File: src/rtl/core/tlseq_pkg.sv
// types, constants and phase tables for the two-road traffic light sequencer
`default_nettype none

package tlseq_pkg;

  localparam int NUM_DUR = 6;
  localparam int CFG_W = 8;
  localparam int IDX_W = 3;

  typedef enum logic [1:0] {
    PH_RED    = 2'd0,
    PH_GREEN  = 2'd1,
    PH_YELLOW = 2'd2,
    PH_UPDATE = 2'd3
  } phase_t;

  typedef enum logic {
    ROAD_A = 1'b0,
    ROAD_B = 1'b1
  } road_t;

  // duration, register and lamp index
  localparam logic [IDX_W-1:0] IDX_RED_A    = 3'd0;
  localparam logic [IDX_W-1:0] IDX_GREEN_A  = 3'd1;
  localparam logic [IDX_W-1:0] IDX_YELLOW_A = 3'd2;
  localparam logic [IDX_W-1:0] IDX_RED_B    = 3'd3;
  localparam logic [IDX_W-1:0] IDX_GREEN_B  = 3'd4;
  localparam logic [IDX_W-1:0] IDX_YELLOW_B = 3'd5;
  localparam logic [IDX_W-1:0] IDX_NONE     = 3'd6;

  localparam logic [NUM_DUR-1:0][CFG_W-1:0] RESET_DUR = {
    8'd2, 8'd3, 8'd5, 8'd2, 8'd3, 8'd5
  };

  typedef struct packed {
    logic               pending;
    logic [NUM_DUR-1:0] lamps;
  } pass_ctl_t;

  function automatic phase_t road_next_phase(road_t road, phase_t ph);
    phase_t nxt;
    if (road == ROAD_A) begin
      unique case (ph)
        PH_RED:    nxt = PH_GREEN;
        PH_GREEN:  nxt = PH_YELLOW;
        PH_YELLOW: nxt = PH_UPDATE;
        PH_UPDATE: nxt = PH_RED;
        default:   nxt = PH_RED;
      endcase
    end else begin
      unique case (ph)
        PH_RED:    nxt = PH_UPDATE;
        PH_GREEN:  nxt = PH_YELLOW;
        PH_YELLOW: nxt = PH_RED;
        PH_UPDATE: nxt = PH_GREEN;
        default:   nxt = PH_GREEN;
      endcase
    end
    return nxt;
  endfunction

  // duration loaded on leaving a phase
  function automatic logic [IDX_W-1:0] road_load_idx(road_t road, phase_t ph);
    logic [IDX_W-1:0] idx;
    if (road == ROAD_A) begin
      unique case (ph)
        PH_RED:    idx = IDX_GREEN_A;
        PH_GREEN:  idx = IDX_YELLOW_A;
        PH_YELLOW: idx = IDX_NONE;
        PH_UPDATE: idx = IDX_RED_A;
        default:   idx = IDX_NONE;
      endcase
    end else begin
      unique case (ph)
        PH_RED:    idx = IDX_NONE;
        PH_GREEN:  idx = IDX_YELLOW_B;
        PH_YELLOW: idx = IDX_RED_B;
        PH_UPDATE: idx = IDX_GREEN_B;
        default:   idx = IDX_NONE;
      endcase
    end
    return idx;
  endfunction

  function automatic logic [IDX_W-1:0] road_lamp_idx(road_t road, phase_t ph);
    logic [IDX_W-1:0] idx;
    if (road == ROAD_A) begin
      unique case (ph)
        PH_RED:    idx = IDX_RED_A;
        PH_GREEN:  idx = IDX_GREEN_A;
        PH_YELLOW: idx = IDX_YELLOW_A;
        default:   idx = IDX_RED_A;
      endcase
    end else begin
      unique case (ph)
        PH_RED:    idx = IDX_RED_B;
        PH_GREEN:  idx = IDX_GREEN_B;
        PH_YELLOW: idx = IDX_YELLOW_B;
        default:   idx = IDX_RED_B;
      endcase
    end
    return idx;
  endfunction

endpackage

`default_nettype wire

File: src/rtl/core/two_road_traffic_light_sequencer_core.sv
// two-road traffic light sequencer, top level
// in channel: in_valid/in_stall carry second_tick and update_request, one
// transaction per evaluation pass. out channel: out_valid/out_stall carry the
// six lamp bits and both phases after that pass, one result per transaction.
// an accepted transaction lands in the input register; its result is written
// to the result register from there once no stalled result holds it back.
// throughput: one transaction per cycle while the receiver does not stall; the
// phase machines of both roads run in one combinational pass between the input
// register and the result register, which also holds the road state.
// when the receiver stalls, the result register holds, one further
// transaction waits in the input register, and only then is in_stall raised.
// cfg_write/cfg_index/cfg_data write the six staged durations (red, green,
// yellow of road A then road B); indexes past the list are ignored. writes
// belong to idle periods; a commit copies them at the next update phase.
// reset: road A in yellow, road B in red, both timers expired, lamps off,
// staged and active durations 5, 3, 2 per road, no commit pending.
`default_nettype none

module two_road_traffic_light_sequencer_core
  import tlseq_pkg::*;
#(
  parameter int TIME_WIDTH = 8
) (
  input  logic             clk,
  input  logic             rst,
  input  logic             in_valid,
  output logic             in_stall,
  input  logic             second_tick,
  input  logic             update_request,
  output logic             out_valid,
  input  logic             out_stall,
  output logic             lamp_red_a,
  output logic             lamp_green_a,
  output logic             lamp_yellow_a,
  output logic             lamp_red_b,
  output logic             lamp_green_b,
  output logic             lamp_yellow_b,
  output logic [1:0]       phase_a,
  output logic [1:0]       phase_b,
  input  logic             cfg_write,
  input  logic [IDX_W-1:0] cfg_index,
  input  logic [CFG_W-1:0] cfg_data
);

  // input register
  logic in_reg_valid;
  logic tick_reg;
  logic req_reg;
  logic advance;

  // road state, also the result register
  phase_t                             road_a_phase;
  phase_t                             road_b_phase;
  logic [TIME_WIDTH-1:0]              road_a_count;
  logic [TIME_WIDTH-1:0]              road_b_count;
  logic [NUM_DUR-1:0][TIME_WIDTH-1:0] active_dur;
  logic                               update_pending;
  logic [NUM_DUR-1:0]                 lamps_lit;

  logic [NUM_DUR-1:0][CFG_W-1:0]      staged;
  logic [NUM_DUR-1:0][TIME_WIDTH-1:0] staged_m;
  logic [NUM_DUR-1:0][TIME_WIDTH-1:0] reset_dur_m;

  logic [TIME_WIDTH-1:0]              count_a_tick;
  logic [TIME_WIDTH-1:0]              count_b_tick;
  pass_ctl_t                          ctl_start;
  pass_ctl_t                          ctl_mid;
  pass_ctl_t                          ctl_end;
  phase_t                             road_a_phase_next;
  phase_t                             road_b_phase_next;
  logic [TIME_WIDTH-1:0]              road_a_count_next;
  logic [TIME_WIDTH-1:0]              road_b_count_next;
  logic [NUM_DUR-1:0][TIME_WIDTH-1:0] active_mid;
  logic [NUM_DUR-1:0][TIME_WIDTH-1:0] active_dur_next;

  // fit 8-bit durations to the timer width
  always_comb begin
    for (int i = 0; i < NUM_DUR; i++) begin
      staged_m[i]    = TIME_WIDTH'({{TIME_WIDTH{1'b0}}, staged[i]});
      reset_dur_m[i] = TIME_WIDTH'({{TIME_WIDTH{1'b0}}, RESET_DUR[i]});
    end
  end

  assign advance  = in_reg_valid && !(out_valid && out_stall);
  assign in_stall = in_reg_valid && !advance;

  always_ff @(posedge clk) begin
    if (rst) begin
      in_reg_valid <= 1'b0;
    end else if (!in_stall) begin
      in_reg_valid <= in_valid;
    end
  end

  always_ff @(posedge clk) begin
    if (!in_stall && in_valid) begin
      tick_reg <= second_tick;
      req_reg  <= update_request;
    end
  end

  always_ff @(posedge clk) begin
    if (rst) begin
      staged <= RESET_DUR;
    end else if (cfg_write && (cfg_index < IDX_W'(NUM_DUR))) begin
      staged[cfg_index] <= cfg_data;
    end
  end

  // one evaluation pass
  assign count_a_tick = (tick_reg && (road_a_count != '0)) ? road_a_count - 1'b1
                                                            : road_a_count;
  assign count_b_tick = (tick_reg && (road_b_count != '0)) ? road_b_count - 1'b1
                                                            : road_b_count;
  assign ctl_start.pending = update_pending | req_reg;
  assign ctl_start.lamps   = lamps_lit;

  tlseq_road #(
    .TIME_WIDTH(TIME_WIDTH)
  ) u_road_a (
    .road       (ROAD_A),
    .phase      (road_a_phase),
    .count      (count_a_tick),
    .active     (active_dur),
    .staged     (staged_m),
    .ctl_in     (ctl_start),
    .phase_next (road_a_phase_next),
    .count_next (road_a_count_next),
    .active_next(active_mid),
    .ctl_out    (ctl_mid)
  );

  tlseq_road #(
    .TIME_WIDTH(TIME_WIDTH)
  ) u_road_b (
    .road       (ROAD_B),
    .phase      (road_b_phase),
    .count      (count_b_tick),
    .active     (active_mid),
    .staged     (staged_m),
    .ctl_in     (ctl_mid),
    .phase_next (road_b_phase_next),
    .count_next (road_b_count_next),
    .active_next(active_dur_next),
    .ctl_out    (ctl_end)
  );

  always_ff @(posedge clk) begin
    if (rst) begin
      out_valid      <= 1'b0;
      road_a_phase   <= PH_YELLOW;
      road_b_phase   <= PH_RED;
      road_a_count   <= '0;
      road_b_count   <= '0;
      active_dur     <= reset_dur_m;
      update_pending <= 1'b0;
      lamps_lit      <= '0;
    end else begin
      if (advance) begin
        out_valid      <= 1'b1;
        road_a_phase   <= road_a_phase_next;
        road_b_phase   <= road_b_phase_next;
        road_a_count   <= road_a_count_next;
        road_b_count   <= road_b_count_next;
        active_dur     <= active_dur_next;
        update_pending <= ctl_end.pending;
        lamps_lit      <= ctl_end.lamps;
      end else if (!out_stall) begin
        out_valid <= 1'b0;
      end
    end
  end

  assign lamp_red_a    = lamps_lit[IDX_RED_A];
  assign lamp_green_a  = lamps_lit[IDX_GREEN_A];
  assign lamp_yellow_a = lamps_lit[IDX_YELLOW_A];
  assign lamp_red_b    = lamps_lit[IDX_RED_B];
  assign lamp_green_b  = lamps_lit[IDX_GREEN_B];
  assign lamp_yellow_b = lamps_lit[IDX_YELLOW_B];
  assign phase_a       = road_a_phase;
  assign phase_b       = road_b_phase;

  // at most one lamp per road is ever lit
  a_one_lamp_per_road: assert property (@(posedge clk) disable iff (rst)
    $onehot0(lamps_lit[2:0]) && $onehot0(lamps_lit[5:3]))
    else $error("more than one lamp lit on a road");

  // a pass through road A's update phase always leaves road A in red with no commit pending
  a_update_a_commits: assert property (@(posedge clk) disable iff (rst)
    advance && (road_a_phase == PH_UPDATE) |=> (road_a_phase == PH_RED) && !update_pending)
    else $error("road A update phase did not commit");

  // a transaction only waits in the input register behind a stalled result
  a_stall_cause: assert property (@(posedge clk) disable iff (rst)
    in_stall |-> in_reg_valid && out_valid && out_stall)
    else $error("input stalled without a stalled result");

endmodule

`default_nettype wire

File: src/rtl/core/tlseq_road.sv
// phase machine of one road for a single evaluation pass
`default_nettype none

module tlseq_road
  import tlseq_pkg::*;
#(
  parameter int TIME_WIDTH = 8
) (
  input  road_t                               road,
  input  phase_t                              phase,
  input  logic [TIME_WIDTH-1:0]               count,
  input  logic [NUM_DUR-1:0][TIME_WIDTH-1:0]  active,
  input  logic [NUM_DUR-1:0][TIME_WIDTH-1:0]  staged,
  input  pass_ctl_t                           ctl_in,
  output phase_t                              phase_next,
  output logic [TIME_WIDTH-1:0]               count_next,
  output logic [NUM_DUR-1:0][TIME_WIDTH-1:0]  active_next,
  output pass_ctl_t                           ctl_out
);

  logic [IDX_W-1:0] load_idx;
  logic [IDX_W-1:0] lamp_idx;

  assign load_idx = road_load_idx(road, phase);
  assign lamp_idx = road_lamp_idx(road, phase);

  always_comb begin
    ctl_out     = ctl_in;
    active_next = active;
    count_next  = count;
    phase_next  = phase;
    priority if (phase == PH_UPDATE) begin
      // first road into update takes the pending commit
      if (ctl_in.pending) begin
        ctl_out.pending = 1'b0;
        active_next     = staged;
      end
      if (load_idx != IDX_NONE) begin
        count_next = active_next[load_idx];
      end
      phase_next = road_next_phase(road, phase);
    end else if (count == '0) begin
      if (load_idx != IDX_NONE) begin
        count_next = active[load_idx];
      end
      phase_next    = road_next_phase(road, phase);
      ctl_out.lamps = '0;
    end else begin
      ctl_out.lamps[lamp_idx] = 1'b1;
    end
  end

endmodule

`default_nettype wire
File: config.mk
export PLATFORM = sky130hd
export DESIGN_NAME = two_road_traffic_light_sequencer_core
export DESIGN_NICKNAME = d
export VERILOG_FILES = /design/src/rtl/core/tlseq_pkg.sv /design/src/rtl/core/two_road_traffic_light_sequencer_core.sv /design/src/rtl/core/tlseq_road.sv
export SDC_FILE = /design/constraint.sdc
export NUM_CORES = 1
export LEC_CHECK = 0
export BUFFER_PORTS_ARGS = -buffer_cell sky130_fd_sc_hd__buf_4
export CAP_MARGIN = 20
export CORE_ASPECT_RATIO = 1.4
export CORE_MARGIN = 5
export CORE_UTILIZATION = 70
export CTS_BUF_LIST = sky130_fd_sc_hd__clkbuf_8
export DETAILED_ROUTE_END_ITERATION = 12
export PLACE_DENSITY = 0.89
export SYNTH_ARGS = -nofsm -noshare
export SYNTH_HDL_FRONTEND = slang
export SYNTH_SLANG_ARGS = --single-unit
File: constraint.sdc
create_clock -name clk -period 3.9 [get_ports clk]
set_clock_uncertainty 0.05 [all_clocks]
set_input_delay 0.78 -clock clk [delete_from_list [all_inputs] [get_ports clk]]
set_output_delay 0.78 -clock clk [all_outputs]
set_load 0.02 [all_outputs]
==> metrics.cfg, run 1 <==
[status]
status=finished clean

[clocking]
post_cts_resized=0
clkSinkCount=127
cts_tree=yes
cts_made_buffers=17
cts-hold-fix-buffers=0
htree_levels=4
clock-root-buffer=clkbuf_8
clk_pin_slew_ps=100
clockBufferDepth=2
clk_latency_ps=480
post_cts_buffers=0

[finish]
fin_area_um2=8610
drive_gt1_share_pct=17.1
final_nets=949
fillers=790
antennaDiodeCount=0
final_cells=1074
largestRegisters=active_dur x48, staged x48
area_growth_pct=8.36

[drt]
drc=0
route.vias.total=7476
drt_iter0_drc=1045
drtPass1Iterations=6
wl_per_cell_um=21.7
drtAntennaViolNets=0
wl_mm=23.3
vias_per_cell=6.96

[critical_path]
arrival_ps=3340
end_kind=flip-flop
cp_slowest_cell=o21a_1
cp_slowest_stage_delay_ps=610
ff2ff_path_depth=7
r2r_setup_slack_ps=840
critical_path_buf_inv_count=0
r2r-start=phase_a[0]
path_class=flip-flop to flip-flop
crit_required_ps=4180
timing.critical_path.cells=ha_1, o21a_1, mux4_2, a32oi_1, o31ai_1, nand4_1, a311oi_1
r2r_end=road_b_count[5]
worstSetupStartpointType=flip-flop
critPathTopFamily=compound AO/OA/AOI/OAI gates
cp_max_fo=13

[sta]
tightest_slew_ps=1040
finalHoldViolCount=0
drv_slew=0
setup_ws_ps=841
rsz0062_at_grt=no
finalCritPeriodShare_pct=78.4
max-slew-margin-rel_pct=30.1
period_minus_slack_ps=3060
setup_viol=0
fmax_ghz=0.327
tns_ps=0

[yosys]
synth-seq-area-share_pct=32.2
syn-num-nets=948
synthFlopType=dfxtp_1
async_reset_ff_share_pct=0
ys_ff_latch=127
netlist_instances=916
syn_area_per_cell_um2=8.68
yosys_warnings=0
syn_area_um2=7950
ys_types=79
synth_edf_count=2

[floorplan]
fp.dieW_um=100
core.rowCount=46
top_level_ports=30
die_y_um=136
coreArea_um2=11200
start_util_pct=70.8
die-area_um2=13600

[grt]
grt_max_degree=63
grt_pass1_wl_mm=37.5
grt_pass1_vias=7088
overflow=0
grt_usage_pct=35.3
antenna_found_initial=0

[placed_design]
io_buffers=29
routabilityCongestion=0.984
dpl.hpwl_mm=16.3
post-place-cells=1042
dpl-instance-area_um2=8240
place_ws_ps=958

[worst_hold_path]
whs_path_depth=1
min-delay-start=update_request
hp-class=input pin to flip-flop
hold_path_end=req_reg

[pwr]
p_leak_nw=3.06
vdd_ir_drop_max_v=0.000327
power_density_nw_per_um2=364

[flow_run]
max-cap-violations=0

-- stage by stage --
stage,total power [mW],hold WS [ps],util [%]
floorplan,1.86,401,-
CTS,3.12,429,76.8
finish,3.14,428,76.8
global placement,2.01,413,73.4
detailed placement,2.03,421,73.4
global route,3.24,426,76.8
-- cells in the mapped netlist (5+ instances only) --
library cell  number  area share (%)
mux4_2            59              17
o211ai_1           6            0.57
nor2b_1            8            0.63
nand3_1           35             2.2
a21oi_1           92             5.8
ha_1              14             2.2
dfxtp_1          125              31
buf_1              8            0.38
a31oi_1            8            0.63
inv_1             25             1.2
clkbuf_1          43             2.0
o21ai_0           18             1.1
nor2_1            48             2.3
nand2b_1           5            0.39
mux2i_1           51             6.4
buf_2              7            0.44
nor3_1            15            0.94
a211oi_1           9            0.85
nand2_1          227              11
a22o_1             7            0.77
o22ai_1            9            0.71
-- cells in the final DEF (no fill, tap or decap), types with 9 or more instances in the layout --
cell | synthesis | layout
inv_1 | 25 | 25
a21oi_1 | 92 | 92
o21ai_0 | 18 | 18
o22ai_1 | 9 | 9
nor2_1 | 48 | 47
clkbuf_8 | 0 | 17
nor3_1 | 15 | 15
a211oi_1 | 9 | 9
buf_4 | 3 | 42
mux4_2 | 59 | 59
dfxtp_1 | 125 | 125
nand2_1 | 227 | 227
nand3_1 | 35 | 35
mux2i_1 | 51 | 51
ha_1 | 14 | 12
-- worst max path at each step --
stage	from	end	slack, ps	cells past startpoint
6_report	phase_a[0]	road_b_count[5]	840	7
5_1_grt	phase_a[0]	road_b_count[6]	710	6
4_1_cts	phase_a[1]	road_b_count[6]	930	6
3_5_place_dp	phase_a[1]	road_b_count[6]	960	6
3_3_place_gp	phase_a[0]	road_b_count[6]	980	6
2_1_floorplan	phase_b[0]	road_b_count[1]	1200	8
-- final cells by class --
class / count / area, um2 / area share [%]
repair buffers: 44 / 355 / 4.12
flip-flops and latches: 127 / 2560 / 29.7
clock buffers: 17 / 234 / 2.72
well taps: 144 / 180 / 2.09
multi-input cells: 702 / 5050 / 58.6
inverters: 25 / 93.8 / 1.09
clock inverters: 15 / 143 / 1.66
-- per-layer routing --
metal	up-vias	global-route usage, %	share of wire [%]
met2	487	56.9	48
li1	3344	-	-
met4	0	20.4	5.8
met3	123	6.57	9.4
met5	-	0	0
met1	3522	44.4	36
-- where the power goes --
part / internal [mW] / switching, mW / total (mW) / leakage [nW]
registers: 1.33 / 0.0496 / 1.38 / 1.03
clock network: 0.470 / 0.651 / 1.12 / 0.188
logic: 0.255 / 0.380 / 0.635 / 1.84
total: 2.06 / 1.08 / 3.14 / 3.06
-- worst reg2reg max path, delay by kind of cell, from the launching register on --
kind | cells | cell delay [ps]
muxes | 1 | 580
adders and majority gates | 1 | 580
AOI/OAI and AO/OA | 4 | 1110
and+or+nand+nor | 1 | 150
DFF | 1 | 450
-- logic make-up (layout without fill, tap and decap cells) --
| logic type | Yosys count | in the layout | share of synthesized area (%) |
|---|---|---|---|
| multiplexers | 112 | 112 | 23.4 |
| buffers and inverters | 87 | 101 | 4.45 |
| adder cells (fa/ha/maj) | 14 | 14 | 2.20 |
| AO/OA/AOI/OAI | 198 | 198 | 16.3 |
| AND/OR/NAND/NOR | 374 | 374 | 21.0 |
| flip-flops | 127 | 127 | 32.2 |
| XOR/XNOR | 4 | 4 | 0.441 |
No activity file was read; power rests on OpenSTA's default activity.
==> run 2: changes to the inputs <==
CORE_UTILIZATION = 58   (was 70)
PLACE_DENSITY = 0.78   (was 0.89)
clock period = 2.7 ns   (was 3.9 ns; I/O delays follow)
==> metrics.cfg, run 2 (synthesis results as in run 1) <==
[status]
status=finished clean  ; unchanged

[sta]
finalHoldViolCount=0  ; unchanged
tightest_slew_ps=723  ; was 1040 ps
setup_ws_ps=106  ; was 841 ps
drv_slew=0  ; unchanged
fmax_ghz=0.386  ; was 0.327 GHz
setup_viol=0  ; unchanged
timing.hold.ws_ps=205  ; was 428 ps
max-slew-margin-rel_pct=51.6  ; was 30.1%
finalCritPeriodShare_pct=96.1  ; was 78.4%
period_minus_slack_ps=2590  ; was 3060 ps

[placed_design]
post-place-cells=1117  ; was 1042
dpl.hpwl_mm=17.0  ; was 16.3 mm
routabilityCongestion=0.990  ; was 0.984
dpl-instance-area_um2=8590  ; was 8240 um2
place_ws_ps=58.5  ; was 958 ps
io_buffers=29  ; unchanged

[finish]
multiInputGateArea_um2=5080  ; was 5050 um2
final_common_cell=nand2_1  ; unchanged
final_cells=1153  ; was 1074
fillers=1116  ; was 790
fin_area_um2=9060  ; was 8610 um2
final_cell_mix=227 x nand2_1, 125 x dfxtp_1, 92 x a21oi_1  ; unchanged
area_growth_pct=14.0  ; was 8.36%
drive_gt1_share_pct=21.2  ; was 17.1%
seqCellArea_um2=2560  ; unchanged
final_nets=990  ; was 949
largestRegisters=active_dur x48, staged x48  ; unchanged
antennaDiodeCount=0  ; unchanged

[grt]
grt_max_degree=49  ; was 63
grt_pass1_wl_mm=37.9  ; was 37.5 mm
overflow=0  ; unchanged
grt_use_met2_pct=48.6  ; was 56.9%
busiest_layer=met2  ; unchanged
met3_usage_pct=4.82  ; was 6.57%
grt_pass1_vias=7229  ; was 7088
grt_use_met1_pct=37.8  ; was 44.4%
grt_usage_pct=30.1  ; was 35.3%
antenna_found_initial=0  ; unchanged

[floorplan]
fp.dieW_um=109  ; was 100 um
die_y_um=149  ; was 136 um
core.rowCount=50  ; was 46
coreArea_um2=13400  ; was 11200 um2
die-area_um2=16200  ; was 13600 um2
top_level_ports=30  ; unchanged
start_util_pct=59.4  ; was 70.8%

[critical_path]
arrival_ps=2910  ; was 3340 ps
cp_slowest_cell=or3b_2  ; was o21a_1
end_kind=flip-flop  ; unchanged
cp_max_fo=6  ; was 13
path_class=flip-flop to flip-flop  ; unchanged
worstSetupStartpointType=flip-flop  ; unchanged
cp_slowest_stage_delay_ps=500  ; was 610 ps
crit_required_ps=3010  ; was 4180 ps
timing.critical_path.cells=inv_1, ha_2, or3b_2, o31a_1, nor4_4, and4b_4, nand3_2, a221oi_2  ; was ha_1, o21a_1, mux4_2, a32oi_1, o31ai_1, nand4_1, a311oi_1

[clocking]
cts-hold-fix-buffers=0  ; unchanged
cts_made_buffers=17  ; unchanged
clock-root-buffer=clkbuf_8  ; unchanged
clkSinkCount=127  ; unchanged
cts_tree=yes  ; unchanged
clk_latency_ps=460  ; was 480 ps
htree_levels=4  ; unchanged
clk_pin_slew_ps=90  ; was 100 ps
clockBufferDepth=2  ; unchanged

[drt]
drtAntennaViolNets=0  ; unchanged
drt_iter0_drc=772  ; was 1045
drc=0  ; unchanged
route.vias.total=7479  ; was 7476
vias_per_cell=6.49  ; was 6.96
drtPass1Iterations=6  ; unchanged
wl_per_cell_um=20.2  ; was 21.7 um
wl_mm=23.3  ; about the same

[flow_run]
max-cap-violations=0  ; unchanged

[pwr]
power_density_nw_per_um2=526  ; was 364 nW/um2
p_leak_nw=3.30  ; was 3.06 nW
fin_total_pwr_mw=4.77  ; was 3.14 mW
vdd_ir_drop_max_v=0.000546  ; was 0.000327 V

[worst_hold_path]
hp-class=input pin to flip-flop  ; unchanged

-- run 2: final cells by class --
cell class	count	share of cell area [%]
clock inverter	14	1.82
multi-input combinational	702	56.0
clock buffer	18	2.73
tap	182	2.51
timing repair buffer	85	7.59
sequential	127	28.3
inverter	25	1.04
-- run 2: timing repair --
item / 4_1_cts / 5_1_grt
resized for setup: 0 / 8
setup buffers: 0 / 4
setup endpoints to repair: 0 / 18
-- run 2: metal layers --
layer / vias to the layer above / part of all wire [%] / wire, um
li1: 3432 / - / -
met1: 3617 / 39 / 9170
met2: 338 / 49 / 11500
met3: 92 / 6.3 / 1470
met4: 0 / 5.2 / 1220
met5: - / 0 / 0
-- run 2: path summary, 6_finish.rpt --
path / startpoint / end / slack [ps] / cells after the start
setup / recovery: road_b_count[1] / road_b_count[0] / 110 / 8
hold / removal: update_request / req_reg / 200 / 1
setup reg to reg: road_b_count[1] / road_b_count[0] / 110 / 8
hold reg to reg: active_dur[25] / active_dur[25] / 440 / 2
-- run 2: critical path: cells and delay by family (launching register included) --
family          cells  cell delay (ps)
compound gates      2              530
buf+inv             1              100
simple gates        4             1270
flops               1              360
fa+ha+maj           1              200
-- run 2: power breakdown --
part	internal, mW	switching, mW	total (mW)	leakage [nW]
clock network	0.876	0.891	1.77	0.206
registers	1.93	0.0672	1.99	1.03
logic	0.440	0.566	1.01	2.06
total	3.24	1.52	4.77	3.30
-- run 2: through the flow --
stage | TNS (ps) | utilization [%]
finish | 0 | 67.7
global route | -16.5 | 67.7
CTS | 0 | 67.2
detailed placement | 0 | 64.1
global placement | 0 | 64.1
floorplan | 0 | -
